<file path="config.mk">
export PLATFORM = sky130hd
export DESIGN_NAME = lagrange_tensor_node_reorder_unit
export DESIGN_NICKNAME = d
export VERILOG_FILES = /design/src/rtl/core/ltnr_pkg.sv /design/src/rtl/core/ltnr_front.sv /design/src/rtl/core/ltnr_queue.sv /design/src/rtl/core/ltnr_back.sv /design/src/rtl/core/lagrange_tensor_node_reorder_unit.sv
export SDC_FILE = /design/constraint.sdc
export NUM_CORES = 1
export LEC_CHECK = 0
export ABC_AREA = 0
export BUFFER_PORTS_ARGS = -buffer_cell sky130_fd_sc_hd__buf_2
export CAP_MARGIN = 10
export CORE_UTILIZATION = 45
export DETAILED_ROUTE_END_ITERATION = 7
export GPL_ROUTABILITY_DRIVEN = 0
export SETUP_SLACK_MARGIN = 0.02
export SYNTH_ARGS = -nofsm -noshare
export SYNTH_HDL_FRONTEND = slang
export SYNTH_SLANG_ARGS = --single-unit
export TNS_END_PERCENT = 1
</file>
<file path="constraint.sdc">
create_clock -name i_clk -period 9 [get_ports i_clk]
set_input_delay 0.45 -clock i_clk [delete_from_list [all_inputs] [get_ports i_clk]]
set_output_delay 0.45 -clock i_clk [all_outputs]
set_load 0.02 [all_outputs]
</file>
<file path="src/rtl/core/ltnr_pkg.sv">
// ----------------------------------------------------------------------------
// Lagrange tensor node reorder package
// Shared widths, element shape codes, register indexes, pipeline item types
// and small lookup functions for the node reorder unit.
// ----------------------------------------------------------------------------
package ltnr_pkg;

    localparam int unsigned LTNR_ORDER_CAP   = 15;
    localparam int unsigned LTNR_IDX_W       = 12;
    localparam int unsigned LTNR_ORD_W       = 4;
    localparam int unsigned LTNR_N_W         = LTNR_ORD_W + 1;
    localparam int unsigned LTNR_RECIP_W     = 17;
    localparam int unsigned LTNR_RECIP_SHIFT = 16;
    localparam int unsigned LTNR_PROD_W      = LTNR_IDX_W + LTNR_RECIP_W;
    localparam int unsigned LTNR_QDEPTH      = 4;
    localparam int unsigned LTNR_QPTR_W      = $clog2(LTNR_QDEPTH);
    localparam int unsigned LTNR_LVL_W       = $clog2(LTNR_QDEPTH + 1);

    // Node offsets of the first edge node for squares and cubes.
    localparam logic [4:0] LTNR_SQ_BASE   = 5'd4;
    localparam logic [4:0] LTNR_CUBE_BASE = 5'd8;

    typedef enum logic [1:0] {
        SHAPE_POINT   = 2'd0,
        SHAPE_SEGMENT = 2'd1,
        SHAPE_SQUARE  = 2'd2,
        SHAPE_CUBE    = 2'd3
    } t_shape;

    localparam logic [0:0] LTNR_REG_ORDER = 1'b0;
    localparam logic [0:0] LTNR_REG_SHAPE = 1'b1;

    // Values derived from the configuration registers.
    typedef struct packed {
        t_shape                    shape;
        logic [LTNR_ORD_W-1:0]     r;
        logic [LTNR_N_W-1:0]       n;
        logic [LTNR_RECIP_W-1:0]   recip;
        logic [LTNR_ORD_W-1:0]     m;
        logic [2*LTNR_ORD_W-1:0]   mm;
    } t_cfg;

    // One classified node travelling from front to back.
    typedef struct packed {
        logic                  bad;
        logic [LTNR_ORD_W-1:0] i;
        logic [LTNR_ORD_W-1:0] j;
        logic [LTNR_ORD_W-1:0] k;
    } t_qitem;

    typedef struct packed {
        logic [LTNR_LVL_W-1:0] level;
        logic                  empty;
    } t_qstat;

    // ceil(2^16 / n); the quotient floor(x * recip / 2^16) is exact for 12-bit x.
    function automatic logic [LTNR_RECIP_W-1:0] recip_of(logic [LTNR_N_W-1:0] n);
        logic [LTNR_RECIP_W-1:0] v;
        unique case (n)
            5'd2:    v = 17'd32768;
            5'd3:    v = 17'd21846;
            5'd4:    v = 17'd16384;
            5'd5:    v = 17'd13108;
            5'd6:    v = 17'd10923;
            5'd7:    v = 17'd9363;
            5'd8:    v = 17'd8192;
            5'd9:    v = 17'd7282;
            5'd10:   v = 17'd6554;
            5'd11:   v = 17'd5958;
            5'd12:   v = 17'd5462;
            5'd13:   v = 17'd5042;
            5'd14:   v = 17'd4682;
            5'd15:   v = 17'd4370;
            5'd16:   v = 17'd4096;
            default: v = 17'd65536;
        endcase
        return v;
    endfunction

    // Corner numbering in the i-j plane, counterclockwise from the origin.
    function automatic logic [1:0] corner_code(logic a_nz, logic b_nz);
        logic [1:0] v;
        if (a_nz) begin
            v = b_nz ? 2'd2 : 2'd1;
        end else begin
            v = b_nz ? 2'd3 : 2'd0;
        end
        return v;
    endfunction

endpackage

</file>
<file path="src/rtl/core/ltnr_front.sv">
// ----------------------------------------------------------------------------
// Node reorder front end
// Accepts lattice indexes, splits them into base n digits with reciprocal
// multiplies and flags indexes beyond the element's node count.
// ----------------------------------------------------------------------------
module ltnr_front
    import ltnr_pkg::*;
(
    input  logic                  i_clk,
    input  logic                  i_rst_n,
    input  t_cfg                  i_cfg,
    input  logic                  i_valid,
    input  logic [LTNR_IDX_W-1:0] i_idx,
    input  t_qstat                i_qstat,
    output logic                  o_ready,
    output logic                  o_push,
    output t_qitem                o_item
);

    logic                  r_s1_valid;
    logic [LTNR_IDX_W-1:0] r_s1_idx;
    logic [LTNR_IDX_W-1:0] r_s1_q0;
    logic                  r_s2_valid;
    logic [LTNR_IDX_W-1:0] r_s2_q0;
    logic [LTNR_IDX_W-1:0] r_s2_q1;
    logic [LTNR_ORD_W-1:0] r_s2_i;
    logic                  r_s2_idx_nz;

    logic [LTNR_LVL_W:0]      used;
    logic                     accept;
    logic [LTNR_PROD_W-1:0]   n_prod0;
    logic [LTNR_PROD_W-1:0]   n_prod1;
    logic [LTNR_IDX_W+LTNR_N_W-1:0] back0;
    logic [LTNR_IDX_W+LTNR_N_W-1:0] back1;
    logic [LTNR_IDX_W-1:0]    rem0;
    logic [LTNR_IDX_W-1:0]    rem1;
    logic                     bad;

    // Items still in the two digit stages are counted against queue space.
    assign used    = (LTNR_LVL_W+1)'(i_qstat.level) + (LTNR_LVL_W+1)'(r_s1_valid)
                   + (LTNR_LVL_W+1)'(r_s2_valid);
    assign o_ready = (used < (LTNR_LVL_W+1)'(LTNR_QDEPTH));
    assign accept  = i_valid && o_ready;

    assign n_prod0 = LTNR_PROD_W'(i_idx) * LTNR_PROD_W'(i_cfg.recip);
    assign n_prod1 = LTNR_PROD_W'(r_s1_q0) * LTNR_PROD_W'(i_cfg.recip);
    assign back0   = (LTNR_IDX_W+LTNR_N_W)'(r_s1_q0) * (LTNR_IDX_W+LTNR_N_W)'(i_cfg.n);
    assign back1   = (LTNR_IDX_W+LTNR_N_W)'(r_s2_q1) * (LTNR_IDX_W+LTNR_N_W)'(i_cfg.n);
    assign rem0    = r_s1_idx - back0[LTNR_IDX_W-1:0];
    assign rem1    = r_s2_q0 - back1[LTNR_IDX_W-1:0];

    // q0 = idx / n and q1 = idx / n^2 give the node count test per shape.
    always_comb begin
        unique case (i_cfg.shape)
            SHAPE_POINT:   bad = r_s2_idx_nz;
            SHAPE_SEGMENT: bad = (r_s2_q0 != '0);
            SHAPE_SQUARE:  bad = (r_s2_q1 != '0);
            SHAPE_CUBE:    bad = (r_s2_q1 >= LTNR_IDX_W'(i_cfg.n));
            default:       bad = 1'b1;
        endcase
    end

    always_ff @(posedge i_clk) begin
        if (!i_rst_n) begin
            r_s1_valid <= 1'b0;
            r_s2_valid <= 1'b0;
        end else begin
            r_s1_valid <= accept;
            r_s2_valid <= r_s1_valid;
        end
        r_s1_idx    <= i_idx;
        r_s1_q0     <= n_prod0[LTNR_RECIP_SHIFT +: LTNR_IDX_W];
        r_s2_q0     <= r_s1_q0;
        r_s2_q1     <= n_prod1[LTNR_RECIP_SHIFT +: LTNR_IDX_W];
        r_s2_i      <= rem0[LTNR_ORD_W-1:0];
        r_s2_idx_nz <= (r_s1_idx != '0);
    end

    assign o_push   = r_s2_valid;
    assign o_item.bad = bad;
    assign o_item.i   = r_s2_i;
    assign o_item.j   = rem1[LTNR_ORD_W-1:0];
    assign o_item.k   = r_s2_q1[LTNR_ORD_W-1:0];

    // An in-range node always has every digit within 0..order.
    a_digits_in_range: assert property (@(posedge i_clk) disable iff (!i_rst_n)
        (o_push && !o_item.bad) |->
            (o_item.i <= i_cfg.r) && (o_item.j <= i_cfg.r) && (o_item.k <= i_cfg.r))
        else $error("digit split produced a digit above the order");

endmodule

</file>
<file path="src/rtl/core/ltnr_queue.sv">
// ----------------------------------------------------------------------------
// Node reorder decoupling queue
// Small FIFO of classified nodes between the front and back ends.
// ----------------------------------------------------------------------------
module ltnr_queue
    import ltnr_pkg::*;
(
    input  logic   i_clk,
    input  logic   i_rst_n,
    input  logic   i_push,
    input  t_qitem i_item,
    input  logic   i_pop,
    output t_qitem o_item,
    output t_qstat o_qstat
);

    t_qitem                 r_mem [LTNR_QDEPTH];
    logic [LTNR_QPTR_W-1:0] r_wptr;
    logic [LTNR_QPTR_W-1:0] r_rptr;
    logic [LTNR_LVL_W-1:0]  r_level;

    always_ff @(posedge i_clk) begin
        if (!i_rst_n) begin
            r_wptr  <= '0;
            r_rptr  <= '0;
            r_level <= '0;
        end else begin
            if (i_push) begin
                r_wptr <= r_wptr + LTNR_QPTR_W'(1);
            end
            if (i_pop) begin
                r_rptr <= r_rptr + LTNR_QPTR_W'(1);
            end
            r_level <= r_level + LTNR_LVL_W'(i_push) - LTNR_LVL_W'(i_pop);
        end
        if (i_push) begin
            r_mem[r_wptr] <= i_item;
        end
    end

    assign o_item        = r_mem[r_rptr];
    assign o_qstat.level = r_level;
    assign o_qstat.empty = (r_level == '0);

    a_no_overflow: assert property (@(posedge i_clk) disable iff (!i_rst_n)
        i_push |-> (r_level < LTNR_LVL_W'(LTNR_QDEPTH)))
        else $error("queue written while full");

    a_no_underflow: assert property (@(posedge i_clk) disable iff (!i_rst_n)
        i_pop |-> (r_level != '0))
        else $error("queue read while empty");

endmodule

</file>
<file path="src/rtl/core/ltnr_back.sv">
// ----------------------------------------------------------------------------
// Node reorder back end
// Classifies each node as vertex, edge, face or interior, forms its position
// as a + m*b + m*m*c over two stages and holds it in the output register.
// ----------------------------------------------------------------------------
module ltnr_back
    import ltnr_pkg::*;
(
    input  logic                  i_clk,
    input  logic                  i_rst_n,
    input  t_cfg                  i_cfg,
    input  t_qitem                i_item,
    input  t_qstat                i_qstat,
    output logic                  o_pop,
    output logic                  o_valid,
    input  logic                  i_ready,
    output logic [LTNR_IDX_W-1:0] o_pos,
    output logic                  o_bad
);

    localparam int unsigned MB_W = LTNR_ORD_W + 5;
    localparam int unsigned MC_W = 2*LTNR_ORD_W + 5;

    logic                  r_e_valid;
    logic                  r_e_bad;
    logic [4:0]            r_e_a;
    logic [4:0]            r_e_b;
    logic [4:0]            r_e_c;
    logic                  r_f_valid;
    logic                  r_f_bad;
    logic [4:0]            r_f_a;
    logic [MB_W-1:0]       r_f_mb;
    logic [MC_W-1:0]       r_f_mc;
    logic                  r_o_valid;
    logic                  r_o_bad;
    logic [LTNR_IDX_W-1:0] r_o_pos;

    logic                  advance;
    logic                  ib;
    logic                  jb;
    logic                  kb;
    logic [1:0]            corner;
    logic [4:0]            ii;
    logic [4:0]            jj;
    logic [4:0]            kk;
    logic [4:0]            n_a;
    logic [4:0]            n_b;
    logic [4:0]            n_c;
    logic [MC_W-1:0]       sum;

    assign advance = !r_o_valid || i_ready;
    assign o_pop   = advance && !i_qstat.empty;

    assign ib     = (i_item.i == '0) || (i_item.i == i_cfg.r);
    assign jb     = (i_item.j == '0) || (i_item.j == i_cfg.r);
    assign kb     = (i_item.k == '0) || (i_item.k == i_cfg.r);
    assign corner = corner_code(i_item.i != '0, i_item.j != '0);
    assign ii     = 5'(i_item.i);
    assign jj     = 5'(i_item.j);
    assign kk     = 5'(i_item.k);

    always_comb begin
        n_a = '0;
        n_b = '0;
        n_c = '0;
        unique case (i_cfg.shape)
            SHAPE_POINT: begin
                n_a = '0;
            end
            SHAPE_SEGMENT: begin
                priority if (i_item.i == '0) begin
                    n_a = 5'd0;
                end else if (i_item.i == i_cfg.r) begin
                    n_a = 5'd1;
                end else begin
                    n_a = ii + 5'd1;
                end
            end
            SHAPE_SQUARE: begin
                priority if (ib && jb) begin
                    n_a = 5'(corner);
                end else if (jb) begin
                    n_a = ii + LTNR_SQ_BASE - 5'd1;
                    n_b = (i_item.j != '0) ? 5'd2 : 5'd0;
                end else if (ib) begin
                    n_a = jj + LTNR_SQ_BASE - 5'd1;
                    n_b = (i_item.i != '0) ? 5'd1 : 5'd3;
                end else begin
                    n_a = ii + LTNR_SQ_BASE - 5'd1;
                    n_b = jj + 5'd3;
                end
            end
            SHAPE_CUBE: begin
                priority if (ib && jb && kb) begin
                    n_a = 5'(corner) + ((i_item.k != '0) ? 5'd4 : 5'd0);
                end else if (jb && kb) begin
                    n_a = ii + LTNR_CUBE_BASE - 5'd1;
                    n_b = ((i_item.j != '0) ? 5'd2 : 5'd0)
                        + ((i_item.k != '0) ? 5'd4 : 5'd0);
                end else if (ib && kb) begin
                    n_a = jj + LTNR_CUBE_BASE - 5'd1;
                    n_b = ((i_item.i != '0) ? 5'd1 : 5'd3)
                        + ((i_item.k != '0) ? 5'd4 : 5'd0);
                end else if (ib && jb) begin
                    n_a = kk + LTNR_CUBE_BASE - 5'd1;
                    n_b = 5'd8 + 5'(corner);
                end else if (ib) begin
                    // Faces start after the last of the cube's edges.
                    n_a = jj + LTNR_CUBE_BASE - 5'd1;
                    n_b = kk + 5'd11;
                    n_c = (i_item.i != '0) ? 5'd1 : 5'd0;
                end else if (jb) begin
                    n_a = ii + LTNR_CUBE_BASE - 5'd1;
                    n_b = kk + 5'd11;
                    n_c = (i_item.j != '0) ? 5'd3 : 5'd2;
                end else if (kb) begin
                    n_a = ii + LTNR_CUBE_BASE - 5'd1;
                    n_b = jj + 5'd11;
                    n_c = (i_item.k != '0) ? 5'd5 : 5'd4;
                end else begin
                    // Interior nodes follow the six faces.
                    n_a = ii + LTNR_CUBE_BASE - 5'd1;
                    n_b = jj + 5'd11;
                    n_c = kk + 5'd5;
                end
            end
            default: begin
                n_a = '0;
            end
        endcase
    end

    assign sum = MC_W'(r_f_a) + MC_W'(r_f_mb) + r_f_mc;

    always_ff @(posedge i_clk) begin
        if (!i_rst_n) begin
            r_e_valid <= 1'b0;
            r_f_valid <= 1'b0;
            r_o_valid <= 1'b0;
        end else if (advance) begin
            r_e_valid <= o_pop;
            r_f_valid <= r_e_valid;
            r_o_valid <= r_f_valid;
        end
        if (advance) begin
            r_e_bad <= i_item.bad;
            r_e_a   <= n_a;
            r_e_b   <= n_b;
            r_e_c   <= n_c;
            r_f_bad <= r_e_bad;
            r_f_a   <= r_e_a;
            r_f_mb  <= MB_W'(i_cfg.m) * MB_W'(r_e_b);
            r_f_mc  <= MC_W'(i_cfg.mm) * MC_W'(r_e_c);
            r_o_bad <= r_f_bad;
            r_o_pos <= r_f_bad ? '0 : sum[LTNR_IDX_W-1:0];
        end
    end

    assign o_valid = r_o_valid;
    assign o_pos   = r_o_pos;
    assign o_bad   = r_o_bad;

    // While the output is held, nothing inside the back end may move.
    a_stall_holds_pipe: assert property (@(posedge i_clk) disable iff (!i_rst_n)
        (r_o_valid && !i_ready) |=>
            $stable(r_e_valid) && $stable(r_f_valid) && $stable(r_o_pos) && $stable(r_o_bad))
        else $error("back end advanced during an output stall");

endmodule

</file>
<file path="src/rtl/core/lagrange_tensor_node_reorder_unit.sv">
// ----------------------------------------------------------------------------
// Lagrange tensor node reorder unit
// Maps lexicographic node indexes of point, segment, square and cube Lagrange
// elements to vertex-edge-face-interior order, one index per clock while the queue has space.
// ----------------------------------------------------------------------------
// The unit takes one lattice index per clock cycle on the input stream while
// it has queue space, and returns one transaction per index on the output
// stream, in order. With no back-pressure the sustained rate of one
// transaction per cycle is set by the pipelined reciprocal multiplies of the
// digit split in the front end and the two-stage multiply-add of the back end.
// A four-entry queue sits between the two, so input transactions keep flowing
// while the output waits, until the queue and the digit stages hold four
// items. Indexes at or beyond the element's node count give node_position zero
// with bad_index set. The order and shape registers are to be written over the
// APB port only while the unit is idle, which the unit does not enforce. An
// order above ORDER_CAP is treated as ORDER_CAP, and order zero is a one-node
// element. There is no reset sweep: the unit is ready right after reset.
// ----------------------------------------------------------------------------
module lagrange_tensor_node_reorder_unit
    import ltnr_pkg::*;
#(
    parameter int unsigned ORDER_CAP = LTNR_ORDER_CAP
) (
    input  logic        i_clk,
    input  logic        i_rst_n,
    // Configuration port: order at byte address 0, shape_mode at 4.
    input  logic        psel,
    input  logic        penable,
    input  logic        pwrite,
    input  logic [2:0]  paddr,
    input  logic [31:0] pwdata,
    output logic [31:0] prdata,
    output logic        pready,
    // Input stream. tdata: [11:0] lattice_index, [15:12] zero.
    input  logic        s_axis_tvalid,
    output logic        s_axis_tready,
    input  logic [15:0] s_axis_tdata,
    // Output stream. tdata: [11:0] node_position, [15:12] zero.
    output logic        m_axis_tvalid,
    input  logic        m_axis_tready,
    output logic [15:0] m_axis_tdata,
    // tuser: [0] bad_index.
    output logic [0:0]  m_axis_tuser
);

    logic [LTNR_ORD_W-1:0]   r_order;
    t_shape                  r_shape;
    logic [2*LTNR_ORD_W-1:0] r_mm;

    logic [LTNR_ORD_W-1:0] eff_order;
    logic [LTNR_ORD_W-1:0] m_val;
    t_cfg                  cfg;
    logic                  cfg_write;
    t_qitem                push_item;
    t_qitem                pop_item;
    t_qstat                qstat;
    logic                  push;
    logic                  pop;
    logic [LTNR_IDX_W-1:0] out_pos;
    logic                  out_bad;

    // The APB port has no wait states; a write lands on the access cycle.
    assign pready    = 1'b1;
    assign cfg_write = psel && penable && pwrite && pready;

    always_ff @(posedge i_clk) begin
        if (!i_rst_n) begin
            r_order <= LTNR_ORD_W'(1);
            r_shape <= SHAPE_CUBE;
        end else if (cfg_write) begin
            unique case (paddr[2])
                LTNR_REG_ORDER: r_order <= pwdata[LTNR_ORD_W-1:0];
                LTNR_REG_SHAPE: r_shape <= t_shape'(pwdata[1:0]);
                default:        r_order <= r_order;
            endcase
        end
        // m*m is registered; it is only needed in the back end, after any write lands.
        r_mm <= (2*LTNR_ORD_W)'(m_val) * (2*LTNR_ORD_W)'(m_val);
    end

    always_comb begin
        unique case (paddr[2])
            LTNR_REG_ORDER: prdata = 32'(r_order);
            LTNR_REG_SHAPE: prdata = 32'(r_shape);
            default:        prdata = '0;
        endcase
    end

    // Orders above the supported maximum are saturated.
    assign eff_order = (int'(r_order) > int'(ORDER_CAP)) ? LTNR_ORD_W'(ORDER_CAP) : r_order;
    assign m_val     = eff_order - LTNR_ORD_W'(1);

    assign cfg.shape = r_shape;
    assign cfg.r     = eff_order;
    assign cfg.n     = LTNR_N_W'(eff_order) + LTNR_N_W'(1);
    assign cfg.recip = recip_of(cfg.n);
    assign cfg.m     = m_val;
    assign cfg.mm    = r_mm;

    ltnr_front u_front (
        .i_clk   (i_clk),
        .i_rst_n (i_rst_n),
        .i_cfg   (cfg),
        .i_valid (s_axis_tvalid),
        .i_idx   (s_axis_tdata[LTNR_IDX_W-1:0]),
        .i_qstat (qstat),
        .o_ready (s_axis_tready),
        .o_push  (push),
        .o_item  (push_item)
    );

    ltnr_queue u_queue (
        .i_clk   (i_clk),
        .i_rst_n (i_rst_n),
        .i_push  (push),
        .i_item  (push_item),
        .i_pop   (pop),
        .o_item  (pop_item),
        .o_qstat (qstat)
    );

    ltnr_back u_back (
        .i_clk   (i_clk),
        .i_rst_n (i_rst_n),
        .i_cfg   (cfg),
        .i_item  (pop_item),
        .i_qstat (qstat),
        .o_pop   (pop),
        .o_valid (m_axis_tvalid),
        .i_ready (m_axis_tready),
        .o_pos   (out_pos),
        .o_bad   (out_bad)
    );

    assign m_axis_tdata = 16'(out_pos);
    assign m_axis_tuser = out_bad;

endmodule

</file>
==> results.py <==
metrics = {
    "run_status": {
        "status": "completed",
    },
    "setup_path": {
        "r2r_slack_ns": 1.05,
        "ff2ff_path_depth": 27,
        "cp.arrival_ns": 8.28,
        "critPathMaxFanout": 15,
        "crit_path_end_kind": "register",
        "timing.rr.end": "u_front.r_s2_q1[11]",
        "start_kind": "register",
        "r2r-start": "eff_order[0]",
        "worstSetupPathType": "register to register",
        "crit_start": "eff_order[0]",
        "crit_required_ns": 9.33,
    },
    "clocking": {
        "cts-htree-levels": 4,
        "postCtsSetupBuffers": 0,
        "numCtsBuffers": 17,
        "cts.sinks": 188,
        "cts-hold-fix-buffers": 0,
        "clockRootBuffer": "clkbuf_16",
        "cts_tree": "done",
        "cts_resized": 0,
        "cts.clk_slew.worst_paths_ns": 0.08,
        "cts_max_path_buffers": 2,
        "clkLatencyLatePin_ns": 0.47,
    },
    "floorplan": {
        "fp.dieH_um": 225.6,
        "rows": 81,
        "dieArea_mm2": 0.05090,
        "die_w_um": 225.6,
        "io_pins": 110,
        "core_area_mm2": 0.04915,
        "initial_core_util_pct": 45.77,
    },
    "drt": {
        "via_count": 15380,
        "firstDrtPassIters": 5,
        "wl_per_cell_um": 15.99,
        "dr.first_iter.drc_count": 709,
        "wl_um": 48370,
        "drc": 0,
        "antenna_left": 0,
        "vias_per_cell": 5.087,
    },
    "synthesis": {
        "synthCells": 2350,
        "ys_types": 75,
        "syn-cell-area_mm2": 0.02250,
        "synth_top_area_cell": "fa_1",
        "synth_common_cells": "423 x inv_1, 347 x nand2_1, 329 x fa_1, 208 x ha_1, 172 x and2_1",
        "synth-edff-count": 108,
        "ys_ff_latch": 188,
        "ys.flop_type": "edfxtp_1",
        "async_reset_ff_share_pct": 0,
        "syn_avg_cell_area_um2": 9.574,
        "synth_seq_area_share_pct": 21.53,
        "synth_most_common_cell": "inv_1",
        "ys_warn_count": 0,
        "synthTopCellsByArea": "fa_1 29%, edfxtp_1 14%, ha_1 12%, dfxtp_1 7.1%, inv_1 7.1%",
        "netlist.area_leader.share_pct": 29.27,
    },
    "final_layout": {
        "final_core_util_pct": 48.68,
        "fin_nets": 2941,
        "area_growth_pct": 6.351,
        "drive_gt1_share_pct": 6.104,
    },
    "global_routing": {
        "grt_pass1_wl_um": 82850,
        "grt_usage_pct": 20.72,
        "gr-total-overflow": 0,
        "grt_pass1_vias": 16650,
        "antenna_found_initial": 0,
        "grt_max_degree": 57,
    },
    "run": {
        "cap_violations": 0,
    },
    "timing": {
        "setup_violations": 0,
        "period_needed_ns": 7.946,
        "fin_tns_setup_ns": 0,
        "fmax_mhz": 125.9,
        "skew_ns": 0.01835,
        "finalHoldViolCount": 0,
        "grt_setup_unrepaired": "false",
        "relSlewSlack_pct": 25.95,
        "worstMarginPinSlew_ns": 1.109,
        "fin_crit_sh_pct": 88.29,
        "final_max_slew_viol_count": 0,
    },
    "hold_path": {
        "hp-class": "input port to register",
        "holdPathStages": 2,
        "worstHoldEndpoint": "u_front.r_s1_valid",
        "min_from": "s_axis_tvalid",
    },
    "power": {
        "power.leakage_nw": 11.58,
        "peakVddDrop_uv": 136.4,
        "powerDensity_mw_per_mm2": 174.3,
    },
    "place": {
        "io_buffers": 42,
        "dp_hpwl_um": 37110,
    },
}
[state kept, by name, indices dropped and copies added (netlist names), 2 cells and up, named ones only]
register	cells
u_back.r_f_mc	12
u_queue.r_level	3
u_back.r_e_b	5
u_front.r_s1_idx	12
u_queue.r_wptr	2
u_queue.r_mem	52
u_back.r_e_a	5
u_back.o_pos	12
u_back.r_f_a	5
u_queue.r_rptr	2
u_front.r_s2_i	4
u_front.r_s2_q0	12
u_front.r_s2_q1	12
eff_order	4
r_mm	7
u_back.r_e_c	5
u_front.r_s1_q0	12
u_back.r_f_mb	9
r_shape	2
[kinds of logic (layout without fill, tap and decap cells)]
logic type	after synthesis	count (layout)	synth area share (%)
AOI/OAI and AO/OA	200	200	5.595
muxes	25	25	1.908
DFF	188	188	21.53
buffers and inverters	560	536	10.04
and+or+nand+nor	726	726	15.68
xor gates and xnor gates	110	110	4.282
adders and majority gates	539	539	40.93
other	2	36	0.03338
[per-layer routing]
metal | global-route usage [%] | routed length, um | vias to the layer above
met4 | 5.640 | 922 | 0
met1 | 25.82 | 21000 | 7786
li1 | - | - | 7234
met3 | 3.370 | 2020 | 61
met5 | 0 | 0 | -
met2 | 36.97 | 24420 | 302
[metrics by stage]
stage	cells	hold slack [ns]	total power [mW]	setup WS, ns	instance area [um2]
4_1_cts	3023	0.1864	4.209	1.118	23930
3_5_place_dp	2991	0.4071	3.416	1.181	23320
5_1_grt	3023	0.2079	4.531	0.5874	23930
2_1_floorplan	2383	0.3290	2.874	1.886	22620
6_report	3024	0.2050	4.170	1.054	23930
3_3_place_gp	2991	0.4037	3.354	1.191	23320
[where the power goes]
part	total, mW	switching, mW	internal, mW
clock	0.772	0.392	0.380
combinational	1.99	1.18	0.808
sequential	1.41	0.195	1.21
[cell usage in the layout, fill, tap and decap left out, types with 17 or more instances in the layout]
cell,synthesis,routed
a21o_1,21,21
a21oi_1,68,63
and2_1,172,172
buf_2,11,42
buf_4,33,37
clkbuf_16,0,17
conb_1,2,35
dfxtp_1,80,80
edfxtp_1,108,108
fa_1,329,329
ha_1,208,208
inv_1,423,422
nand2_1,347,347
nand3_1,18,18
nor2_1,68,68
nor2b_1,41,41
o21ai_0,33,33
xnor2_1,83,83
xor2_1,27,27
[critical path, stage by stage (launching register included)]
cell and delay (ns):
dfxtp_1 0.58, ha_1 0.36, inv_1 0.07, ha_1 0.59
buf_4 0.28, nand3b_1 0.11, a21oi_2 0.56, buf_4 0.35
nand2_1 0.10, fa_1 0.53, inv_1 0.06, fa_1 0.55
fa_1 0.43, fa_1 0.49, inv_1 0.05, fa_1 0.49
inv_1 0.06, ha_1 0.30, nand3_1 0.12, nor2_1 0.19
o2111ai_1 0.12, or2_2 0.30, a21boi_0 0.20, buf_4 0.18
o21ai_0 0.13, a31oi_1 0.34, nand4_1 0.13, nor3b_1 0.16
[cell type report]
type	instances	area, um2
tap	664	830.8
clock buffer	17	425.4
timing repair buffer	79	488.0
clock inverter	15	177.7
sequential	188	4845
fill	4574	25230
inverter	425	1595
multi-input combinational	1635	15560
antenna	1	2.502
[how the worst max path moves through the flow]
stage / to / cells past startpoint
after floorplan: u_front.r_s1_q0[10] / 27
after global placement: u_front.r_s1_q0[11] / 24
after detailed placement: u_front.r_s1_q0[10] / 22
after CTS: u_front.r_s2_q1[11] / 27
after global routing: u_front.r_s1_q0[9] / 22
final: u_front.r_s2_q1[11] / 27
No activity file was read; power rests on OpenSTA's default activity.
